## src/hdl/tbgd_pkg.sv

```systemverilog
// Shared types and constants for the touch button gesture detector.
// Used by tbgd_button, touch_button_gesture_detector_top and tbgd_checker.
`default_nettype none

package tbgd_pkg;

	localparam int LANE_W    = 16;
	localparam int CFG_W     = 64;
	localparam int CFG_IDX_W = 2;
	localparam int MASK_W    = 4;
	localparam int BTN_IDX_W = 2;

	localparam logic [LANE_W-1:0] TMR_MAX = 16'hffff;

	localparam logic [CFG_IDX_W-1:0] CFG_DTAP_WIN = 2'd0;
	localparam logic [CFG_IDX_W-1:0] CFG_HOLD0    = 2'd1;
	localparam logic [CFG_IDX_W-1:0] CFG_HOLD1    = 2'd2;
	localparam logic [CFG_IDX_W-1:0] CFG_REPEAT   = 2'd3;

	localparam logic CMD_FRAME = 1'b0;
	localparam logic CMD_RESET = 1'b1;

	typedef enum logic [2:0] {
		MODE_FREE    = 3'd0,
		MODE_HOLD    = 3'd1,
		MODE_DTCHECK = 3'd2,
		MODE_DT      = 3'd3,
		MODE_RESET   = 3'd4
	} btn_mode_t;

	typedef enum logic [2:0] {
		EV_NONE   = 3'd0,
		EV_TOUCH  = 3'd1,
		EV_HOLD0  = 3'd2,
		EV_HOLD1  = 3'd3,
		EV_REPEAT = 3'd4,
		EV_OUT    = 3'd5,
		EV_TAP    = 3'd6,
		EV_DTAP   = 3'd7
	} gesture_ev_t;

	typedef enum logic [1:0] {
		TC_UNCHANGED = 2'd0,
		TC_RELEASED  = 2'd1,
		TC_PRESSED   = 2'd2
	} touch_change_t;

	typedef struct packed {
		btn_mode_t         mode;
		logic              touched;
		logic [LANE_W-1:0] timer;
	} btn_state_t;

	typedef struct packed {
		logic [LANE_W-1:0] dtap_win;
		logic [LANE_W-1:0] hold0;
		logic [LANE_W-1:0] hold1;
		logic [LANE_W-1:0] repeat_iv;
	} btn_cfg_t;

	typedef struct packed {
		gesture_ev_t   gesture_ev;
		touch_change_t change;
	} btn_result_t;

endpackage

`default_nettype wire

```

## src/hdl/touch_button_gesture_detector_top.sv

```systemverilog
// Top level of the touch button gesture detector: input stage, button state, result register.
// Depends on tbgd_pkg and tbgd_button.
//
//  port group   handshake            payload
//  cfg          cfg_wr_en            cfg_index, cfg_wdata
//  in           in_valid / in_stall  command, reset_button, screen_touched, screen_trigger,
//                                    inside_held_mask, inside_new_mask
//  out          out_valid / out_stall button_index, gesture_event, touch_change
//
// One request per cycle unless a stalled result holds the input stage.
// The request is registered, then all buttons update in parallel into the result register.
// Reset clears the button state, the configuration and both valid flags at once.
// A stalled result holds the input stage, and in_stall rises only then.
`default_nettype none

module touch_button_gesture_detector_top import tbgd_pkg::*; #(
	parameter int NUM_BUTTONS = 4
) (
	input  logic                 clk,
	input  logic                 arst_n,
	input  logic                 cfg_wr_en,
	input  logic [CFG_IDX_W-1:0] cfg_index,
	input  logic [CFG_W-1:0]     cfg_wdata,
	input  logic                 in_valid,
	output logic                 in_stall,
	input  logic                 command,
	input  logic [BTN_IDX_W-1:0] reset_button,
	input  logic                 screen_touched,
	input  logic                 screen_trigger,
	input  logic [MASK_W-1:0]    inside_held_mask,
	input  logic [MASK_W-1:0]    inside_new_mask,
	output logic                 out_valid,
	input  logic                 out_stall,
	output logic [BTN_IDX_W-1:0] button_index,
	output logic [2:0]           gesture_event,
	output logic [1:0]           touch_change
);

	logic [CFG_W-1:0] dtap_win_q;
	logic [CFG_W-1:0] hold0_q;
	logic [CFG_W-1:0] hold1_q;
	logic [CFG_W-1:0] repeat_q;

	logic                 valid_s1;
	logic                 command_s1;
	logic [BTN_IDX_W-1:0] reset_button_s1;
	logic                 touched_s1;
	logic                 trigger_s1;
	logic [MASK_W-1:0]    held_s1;
	logic [MASK_W-1:0]    fresh_s1;

	logic                 out_valid_q;
	logic [BTN_IDX_W-1:0] button_index_q;
	gesture_ev_t          gesture_event_q;
	touch_change_t        touch_change_q;

	logic advance;
	logic accept;
	logic hit;
	logic [BTN_IDX_W-1:0] sel_idx;
	btn_result_t          sel_res;

	btn_state_t  state_q [NUM_BUTTONS];
	btn_state_t  nxt     [NUM_BUTTONS];
	btn_result_t res     [NUM_BUTTONS];

	assign accept   = in_valid && !in_stall;
	assign advance  = valid_s1 && (!out_valid_q || !out_stall);
	assign in_stall = valid_s1 && out_valid_q && out_stall;

	always_ff @(posedge clk or negedge arst_n) begin
		if (!arst_n) begin
			dtap_win_q <= '0;
			hold0_q    <= '0;
			hold1_q    <= '0;
			repeat_q   <= '0;
		end else if (cfg_wr_en) begin
			case (cfg_index)
				CFG_DTAP_WIN: dtap_win_q <= cfg_wdata;
				CFG_HOLD0:    hold0_q    <= cfg_wdata;
				CFG_HOLD1:    hold1_q    <= cfg_wdata;
				CFG_REPEAT:   repeat_q   <= cfg_wdata;
				default: ;
			endcase
		end
	end

	always_ff @(posedge clk or negedge arst_n) begin
		if (!arst_n) begin
			valid_s1 <= 1'b0;
		end else if (accept) begin
			valid_s1 <= 1'b1;
		end else if (advance) begin
			valid_s1 <= 1'b0;
		end
	end

	always_ff @(posedge clk) begin
		if (accept) begin
			command_s1      <= command;
			reset_button_s1 <= reset_button;
			touched_s1      <= screen_touched;
			trigger_s1      <= screen_trigger;
			held_s1         <= inside_held_mask;
			fresh_s1        <= inside_new_mask;
		end
	end

	for (genvar i = 0; i < NUM_BUTTONS; i++) begin : g_btn
		btn_cfg_t lane_cfg;

		assign lane_cfg.dtap_win  = dtap_win_q[i*LANE_W +: LANE_W];
		assign lane_cfg.hold0     = hold0_q[i*LANE_W +: LANE_W];
		assign lane_cfg.hold1     = hold1_q[i*LANE_W +: LANE_W];
		assign lane_cfg.repeat_iv = repeat_q[i*LANE_W +: LANE_W];

		tbgd_button u_button (
			.cur   (state_q[i]),
			.cfg   (lane_cfg),
			.scr   (touched_s1),
			.trg   (touched_s1 && trigger_s1),
			.held  (held_s1[i]),
			.fresh (fresh_s1[i]),
			.nxt   (nxt[i]),
			.res   (res[i])
		);

		always_ff @(posedge clk or negedge arst_n) begin
			if (!arst_n) begin
				state_q[i].mode    <= MODE_FREE;
				state_q[i].touched <= 1'b0;
				state_q[i].timer   <= '0;
			end else if (advance) begin
				if (command_s1 == CMD_RESET) begin
					if (reset_button_s1 == BTN_IDX_W'(i)) begin
						state_q[i].mode  <= MODE_RESET;
						state_q[i].timer <= '0;
					end
				end else begin
					state_q[i] <= nxt[i];
				end
			end
		end
	end

	always_comb begin
		hit     = 1'b0;
		sel_idx = '0;
		sel_res = '0;
		for (int i = NUM_BUTTONS - 1; i >= 0; i--) begin
			if (res[i].gesture_ev != EV_NONE || res[i].change != TC_UNCHANGED) begin
				hit     = 1'b1;
				sel_idx = BTN_IDX_W'(i);
				sel_res = res[i];
			end
		end
	end

	always_ff @(posedge clk or negedge arst_n) begin
		if (!arst_n) begin
			out_valid_q <= 1'b0;
		end else if (advance) begin
			out_valid_q <= (command_s1 == CMD_FRAME) && hit;
		end else if (!out_stall) begin
			out_valid_q <= 1'b0;
		end
	end

	always_ff @(posedge clk) begin
		if (advance && command_s1 == CMD_FRAME && hit) begin
			button_index_q  <= sel_idx;
			gesture_event_q <= sel_res.gesture_ev;
			touch_change_q  <= sel_res.change;
		end
	end

	assign out_valid     = out_valid_q;
	assign button_index  = button_index_q;
	assign gesture_event = gesture_event_q;
	assign touch_change  = touch_change_q;

endmodule

`default_nettype wire

```

## src/hdl/tbgd_button.sv

```systemverilog
// Next-state and event logic of one button for one frame.
// Depends on tbgd_pkg for the state, lane and result types.
`default_nettype none

module tbgd_button import tbgd_pkg::*; (
	input  btn_state_t  cur,
	input  btn_cfg_t    cfg,
	input  logic        scr,
	input  logic        trg,
	input  logic        held,
	input  logic        fresh,
	output btn_state_t  nxt,
	output btn_result_t res
);

	logic              t;
	logic [LANE_W-1:0] tmr_inc;

	assign t       = scr && (cur.touched ? held : fresh);
	assign tmr_inc = (cur.timer != TMR_MAX) ? cur.timer + 16'd1 : cur.timer;

	always_comb begin
		nxt            = cur;
		nxt.touched    = t;
		res.gesture_ev = EV_NONE;
		if (t != cur.touched) begin
			res.change = t ? TC_PRESSED : TC_RELEASED;
		end else begin
			res.change = TC_UNCHANGED;
		end
		case (cur.mode)
			MODE_HOLD: begin
				nxt.timer = tmr_inc;
				if (t) begin
					if (cfg.hold0 == tmr_inc) begin
						res.gesture_ev = EV_HOLD0;
					end else if (cfg.hold1 == tmr_inc) begin
						res.gesture_ev = EV_HOLD1;
					end else if (cfg.repeat_iv != '0 && tmr_inc >= cfg.repeat_iv) begin
						nxt.timer      = '0;
						res.gesture_ev = EV_REPEAT;
					end
				end else if (scr) begin
					nxt.mode       = MODE_FREE;
					nxt.timer      = '0;
					res.gesture_ev = EV_OUT;
				end else if (cfg.dtap_win != '0) begin
					nxt.mode = MODE_DTCHECK;
				end else begin
					nxt.mode       = MODE_FREE;
					nxt.timer      = '0;
					res.gesture_ev = EV_TAP;
				end
			end
			MODE_DTCHECK: begin
				nxt.timer = tmr_inc;
				if (tmr_inc > cfg.dtap_win) begin
					nxt.mode       = MODE_FREE;
					nxt.timer      = '0;
					res.gesture_ev = EV_TAP;
				end else if (t && trg) begin
					nxt.mode       = MODE_DT;
					nxt.timer      = '0;
					res.gesture_ev = EV_DTAP;
				end
			end
			MODE_DT: begin
				if (t) begin
					nxt.timer = tmr_inc;
				end else begin
					nxt.mode  = MODE_FREE;
					nxt.timer = '0;
				end
			end
			MODE_RESET: begin
				if (!t) begin
					nxt.mode  = MODE_FREE;
					nxt.timer = '0;
				end
			end
			default: begin
				if (t && trg) begin
					nxt.mode       = MODE_HOLD;
					nxt.timer      = '0;
					res.gesture_ev = EV_TOUCH;
				end
			end
		endcase
	end

endmodule

`default_nettype wire

```

## config.mk

```make
export PLATFORM = sky130hd
export DESIGN_NAME = touch_button_gesture_detector_top
export DESIGN_NICKNAME = d
export VERILOG_FILES = /design/src/hdl/tbgd_pkg.sv /design/src/hdl/touch_button_gesture_detector_top.sv /design/src/hdl/tbgd_button.sv
export SDC_FILE = /design/constraint.sdc
export NUM_CORES = 1
export LEC_CHECK = 0
export BUFFER_PORTS_ARGS = -buffer_cell sky130_fd_sc_hd__buf_2
export CORE_ASPECT_RATIO = 0.5
export CORE_UTILIZATION = 48
export DETAILED_ROUTE_END_ITERATION = 10
export PLACE_DENSITY_LB_ADDON = 0.08
export REMOVE_ABC_BUFFERS = 1
export SLEW_MARGIN = 20
export SYNTH_ARGS = -nofsm -noshare
export SYNTH_HDL_FRONTEND = slang
export SYNTH_SLANG_ARGS = --single-unit
```

## constraint.sdc

```tcl
create_clock -name clk -period 5.6 [get_ports clk]
set_clock_uncertainty 0.2 [all_clocks]
set_input_delay 0.84 -clock clk [delete_from_list [all_inputs] [get_ports clk]]
set_output_delay 0.84 -clock clk [all_outputs]
set_load 0.005 [all_outputs]
```

==> reports/metrics.cfg, run 1 <==
[sta]
post-route-period-util=0.953
hold_viol_final=0
finalCriticalPeriod_ns=5.34
fin_ws_ns=0.264
slew_headroom=0.281
final-setup-viol-count=0
holdWs_ns=0.113
clock.fmax_ghz=0.187
tightest_slew_ns=1.08
final-max-slew-violation-count=0
rsz0062_at_grt=no

[clock_network]
clk_pin_slew_ns=0.07
cts_made_buffers=37
cts_buffer_depth=3
cts-root-buf=clkbuf_16
cts_max_level=2
clkSinkCount=358
worstSkewPairLatency_ns=0.56
cts_hold_buf=0
cts_tree=built

[finish]
syn_to_final_growth_pct=12.6
nNetsFinal=3026
drive_above_1_share=0.193
fin_area_mm2=0.0281
layout_common_cells=dfrtp_1 (337), nand2_1 (228), mux2_2 (204)
post-route-util=0.554
layout_commonest_cell=dfrtp_1

[global_route]
grt_first_pass_wirelength_um=126000
grt_pass1_vias=20300
antenna_found_initial=1
grt_use_total=0.308
grt_max_degree=125
gr-total-overflow=0

[routing]
drtIter0Drc=2402
detail_route.wl_per_cell_um=23.3
via_count=21800
met1_length_um=40500
wl_met2_um=33700
post_drt_via_cell_ratio=6.18
postRouteAntennaNets=0
routed.top_layer=met4
drcViolationCount=0
route.met3.wl_um=6490
drt-total-wl_um=82000
first_pass_iters=5

[placed_design]
place_congestion=0.983
hpwl_um=62200
io_buffers=92
post_dp_cell_area_mm2=0.0266
dp_worst_setup_slack_ns=0.0783

[synth]
syn_area_mm2=0.0249
ys_async_sr_fraction=0.944
yosys_warnings=0
synthCells=2693
synth_seq_area_share=0.363
ys_ff_latch=358
synth_flop_cell=dfrtp_1
synth_area_per_cell_um2=9.26
synth-edff-count=20
ys_types=101

[floorplan]
fp.dieArea_mm2=0.0529
initial_utilization=0.492
std_cell_rows=58
die_y_um=163
core_area_mm2=0.0507
io_pins=93
dieWidth_um=324

[worst_setup_path]
worstSetupPathType=flop to flop
startpoint_type=flop
critPathArrivalTime_ns=5.45
cp_data_required_time_ns=5.71
endpoint_kind=flop
crit_fanout=13

[pwr]
p_leak_nw=12.5
finalPower_w=0.00849
p_per_area_mw_per_mm2=302
ir_worst_vdd_mv=0.255

[flow_run]
cap_violations=0

[run_status]
status=finished clean

[min_path]
hp-class=input pin to asynchronous set/reset pin

[cells in the mapped netlist, types with 14 or more instances]
cell | count | area, um2
o211ai_1 | 23 | 173
or3_1 | 19 | 119
a21oi_1 | 98 | 490
a2111oi_0 | 14 | 123
buf_4 | 14 | 105
a31oi_1 | 28 | 175
nand3_1 | 76 | 380
nor2_1 | 130 | 488
inv_1 | 192 | 721
and3_1 | 34 | 213
nor2b_1 | 24 | 150
or4_1 | 14 | 105
and4_1 | 15 | 131
nand4_1 | 76 | 475
ha_1 | 140 | 1750
xnor2_1 | 65 | 569
a22o_1 | 19 | 166
dfrtp_1 | 338 | 8460
o2111ai_1 | 15 | 131
o31ai_1 | 22 | 165
nand2_1 | 228 | 856
xor2_1 | 39 | 342
and2_1 | 22 | 138
nor4_1 | 79 | 494
a21o_1 | 53 | 398
clkbuf_1 | 91 | 342
buf_2 | 36 | 180
a211oi_1 | 23 | 173
nand2b_1 | 49 | 307
nor3_1 | 42 | 210
mux2i_1 | 32 | 320
o21a_1 | 16 | 120
mux2_2 | 204 | 2300
edfxtp_1 | 20 | 601
o21ai_0 | 172 | 861
[logic make-up (layout without fill, tap and decap cells)]
logic type,count (synthesis),in the layout,share of synthesized area
AOI/OAI and AO/OA,628,628,0.171
xor gates and xnor gates,110,110,0.0419
adders and majority gates,140,140,0.0702
buffers and inverters,337,475,0.0547
DFF,358,358,0.363
muxes,236,236,0.105
other,0,2,0
and+or+nand+nor,884,884,0.194
[report_power, final]
group | total (W) | leakage, nW | internal [W] | switching [W]
combinational | 0.00223 | 7.44 | 0.000976 | 0.00125
sequential | 0.00352 | 4.37 | 0.00304 | 0.000475
clock | 0.00274 | 0.638 | 0.00160 | 0.00115
total | 0.00849 | 12.5 | 0.00561 | 0.00287
[registers in the layout, indices dropped and copies added, names as in the netlist]
register	flops
hold1_q	64
trigger_s1	1
command_s1	1
gesture_event	3
reset_button_s1	2
state_q	80
touched_s1	1
held_s1	4
out_valid	1
button_index	2
hold0_q	64
valid_s1	1
fresh_s1	4
repeat_q	64
dtap_win_q	64
touch_change	2
[worst max-delay path: stages (launching register included)]
cell	delay (ns)
dfrtp_1	0.59
nand4_1	0.46
buf_4	0.33
nor4_2	0.28
buf_4	0.26
nor4_1	0.09
nor4b_1	0.38
nand4_1	0.23
a2111oi_1	0.68
buf_4	0.23
nor3_1	0.05
a21oi_1	0.23
or4b_4	0.54
a2111oi_4	0.25
a21oi_1	0.11
buf_4	0.17
[path summary, 6_finish.rpt]
path                                     from  slack, ns  depth (start not counted)               to
setup / recovery                   state_q[7]       0.26                         15  button_index[1]
hold / removal                         arst_n       0.11                          1      hold0_q[22]
setup reg to reg                   state_q[7]       0.26                         15  button_index[1]
hold reg to reg                   hold0_q[29]       0.31                          1      hold0_q[29]
max in group asynchronous              arst_n       3.86                          2      state_q[23]
min in group clk           inside_new_mask[2]       0.26                          1      fresh_s1[2]
[what timing repair did]
item                       in CTS  in global routing
setup buffers                   0                  2
setup endpoints to repair       0                 15
resized for setup               0                 17
[per-layer routing]
| metal | up-vias | GRT usage |
|---|---|---|
| li1 | 10200 | - |
| met1 | 10700 | 0.479 |
| met2 | 814 | 0.443 |
| met3 | 104 | 0.0559 |
| met4 | 0 | 0.0569 |
| met5 | - | 0 |
[stage by stage]
stage	setup TNS (ns)	std cells
final	0	3523
after global routing	0	3521
after floorplan	-118.82	2549
after detailed placement	0	3450
after CTS	0	3518
after global placement	0	3450
[layout make-up]
type                    instances  area [um2]
clock inverters                13         199
repair buffers                214        1450
well taps                     690         863
fillers                      4605       22600
multi-input cells            1998       14600
flip-flops and latches        358        9060
clock buffers                  55        1130
inverters                     193         724
diodes                          2        5.00
No activity file was read; power rests on OpenSTA's default activity.
==> run 2, diff against run 1 <==
--- a/config.mk
+++ b/config.mk
@@ -7,11 +7,11 @@
 export LEC_CHECK = 0
 export BUFFER_PORTS_ARGS = -buffer_cell sky130_fd_sc_hd__buf_2
 export CORE_ASPECT_RATIO = 0.5
-export CORE_UTILIZATION = 48
+export CORE_UTILIZATION = 60
 export DETAILED_ROUTE_END_ITERATION = 10
 export PLACE_DENSITY_LB_ADDON = 0.08
 export REMOVE_ABC_BUFFERS = 1
-export SLEW_MARGIN = 20
+export SKIP_LAST_GASP = 1
 export SYNTH_ARGS = -nofsm -noshare
 export SYNTH_HDL_FRONTEND = slang
 export SYNTH_SLANG_ARGS = --single-unit
==> run 2 against run 1 <==
Compared with the run above: the flow now finishes with violations (hold timing); worst setup slack worse by 0.038 ns; clock power is 6% lower; sequential share of layout area is 0.46 points higher; highest routed layer unchanged.
==> reports/metrics.cfg, run 2 (synthesis results as in run 1) <==
[run_status]
status=finished with violations  ; was finished clean
violations=hold timing

[sta]
final-max-slew-violation-count=0  ; unchanged
hold_viol_final=1  ; was 0
tightest_slew_ns=1.17  ; was 1.08 ns
fin_ws_ns=0.226  ; was 0.264 ns
post-route-period-util=0.960  ; was 0.953
final-setup-viol-count=0  ; unchanged
slew_headroom=0.223  ; was 0.281
finalCriticalPeriod_ns=5.37  ; was 5.34 ns
clock.fmax_ghz=0.186  ; was 0.187 GHz
holdWs_ns=-0.00000566  ; was 0.113 ns

[finish]
nNetsFinal=3021  ; was 3026
layout_commonest_cell=dfrtp_1  ; unchanged
n_fill_cell=3250  ; was 4605
drive_above_1_share=0.189  ; was 0.193
syn_to_final_growth_pct=11.0  ; was 12.6%
fin_cells=3363  ; was 3523
largest_reg_flops=80  ; unchanged
top_register=state_q  ; unchanged
layout_common_cells=dfrtp_1 (338), nand2_1 (228), mux2_2 (204)  ; was dfrtp_1 (337), nand2_1 (228), mux2_2 (204)

[global_route]
antenna_found_initial=1  ; unchanged
gr-total-overflow=0  ; unchanged
grt_pass1_vias=21300  ; was 20.3k
grt_max_degree=151  ; was 125
grt_first_pass_wirelength_um=125000  ; was 126000 um
grt_use_total=0.376  ; was 0.308

[clock_network]
worstSkewPairLatency_ns=0.55  ; was 0.56 ns
cts_max_level=2  ; unchanged
cts_made_buffers=35  ; was 37
cts-root-buf=clkbuf_16  ; unchanged
cts_tree=built  ; unchanged
clk_pin_slew_ns=0.07  ; about the same
cts_hold_buf=0  ; unchanged
cts_buffer_depth=3  ; unchanged
clkSinkCount=358  ; unchanged
cts_setup_buffers=0  ; unchanged

[placed_design]
hpwl_um=59400  ; was 62200 um
dp_worst_setup_slack_ns=0.261  ; was 0.0783 ns
io_buffers=92  ; unchanged
place_congestion=1.03  ; was 0.983
dp_cells=3300  ; was 3450

[floorplan]
initial_utilization=0.613  ; was 0.492
std_cell_rows=52  ; was 58
die_y_um=146  ; was 163 um
io_pins=93  ; unchanged
core_area_mm2=0.0407  ; was 0.0507 mm2
dieWidth_um=290  ; was 324 um
fp.dieArea_mm2=0.0424  ; was 0.0529 mm2

[routing]
drt-total-wl_um=79400  ; was 82000 um
detail_route.wl_per_cell_um=23.6  ; was 23.3 um
first_pass_iters=6  ; was 5
post_drt_via_cell_ratio=6.65  ; was 6.18
drtIter0Drc=2244  ; was 2402
postRouteAntennaNets=0  ; unchanged
drcViolationCount=0  ; unchanged
via_count=22400  ; was 21.8k

[min_path]
hp-class=input pin to asynchronous set/reset pin  ; unchanged

[worst_setup_path]
endpoint_kind=flop  ; unchanged
crit_fanout=13  ; unchanged
critPathArrivalTime_ns=5.48  ; was 5.45 ns
cp_data_required_time_ns=5.71  ; about the same
startpoint_type=flop  ; unchanged
worstSetupPathType=flop to flop  ; unchanged

[pwr]
p_per_area_mw_per_mm2=300  ; was 302 mW/mm2
ir_worst_vdd_mv=0.246  ; was 0.255 mV
p_leak_nw=12.3  ; was 12.5 nW

[flow_run]
cap_violations=0  ; unchanged

[run 2: changes by cell type in the layout (fill, tap and decap cells not counted), sizes merged]
cell,previous run,this run
clkinvlp,3,1
buf,214,211
inv,195,194
diode,2,1
clkbuf,55,48
clkinv,4,8
[run 2: final timing paths]
path	startpoint	to	slack, ns	depth (start not counted)
max	state_q[5]	gesture_event[0]	0.23	15
max reg2reg	state_q[5]	gesture_event[0]	0.23	15
min	arst_n	repeat_q[14]	-0.000006	1
max in group asynchronous	arst_n	state_q[10]	3.96	2
min reg2reg	hold0_q[29]	hold0_q[29]	0.32	1
min in group clk	screen_touched	touched_s1	0.26	1
[run 2: layout make-up]
type	count	area, um2	share of cell area
multi-input combinational	1998	14600	0.527
clock buffer	48	1020	0.0367
sequential	358	9060	0.327
timing repair buffer	211	1410	0.0511
tap	540	676	0.0244
antenna	1	2.50	0.0000904
inverter	193	724	0.0262
clock inverter	14	199	0.00719
[run 2: routing by layer]
layer / track usage / wire, um
met3: 0.0743 / 7590
met1: 0.559 / 35900
met5: 0 / 0
met2: 0.555 / 33900
met4: 0.103 / 2080
[run 2: what timing repair did]
item / in CTS / in global routing
hold endpoints to repair: 0 / 0
gates resized for setup: 0 / 6
endpoints found under the setup margin: 0 / 15
[run 2: critical path, stage by stage (launching register included)]
cell	delay, ns
dfrtp_1	0.61
nand4_1	0.47
buf_4	0.32
nor4_2	0.53
buf_4	0.29
mux2i_1	0.09
nor4_1	0.27
nand4_1	0.23
a2111oi_0	0.55
buf_4	0.23
nor3_1	0.05
a21oi_1	0.19
or4b_4	0.53
a2111oi_4	0.27
a21oi_1	0.12
buf_4	0.18
[run 2: power by group]
part	leakage, nW	total (W)	switching [W]	internal (W)
Combinational	7.38	0.00223	0.00125	0.000979
Sequential	4.37	0.00351	0.000472	0.00304
Clock	0.596	0.00257	0.00110	0.00147
[run 2: per-stage QoR]
step | total power (W) | util | TNS [ns] | instance area [um2]
6_report | 0.00831 | 0.681 | 0 | 27700
3_5_place_dp | 0.00571 | 0.650 | 0 | 26400
2_1_floorplan | 0.00490 | - | -118.82 | 24300
5_1_grt | 0.00873 | 0.681 | -0.0582 | 27700
3_3_place_gp | 0.00566 | 0.650 | 0 | 26400
4_1_cts | 0.00829 | 0.680 | 0 | 27600
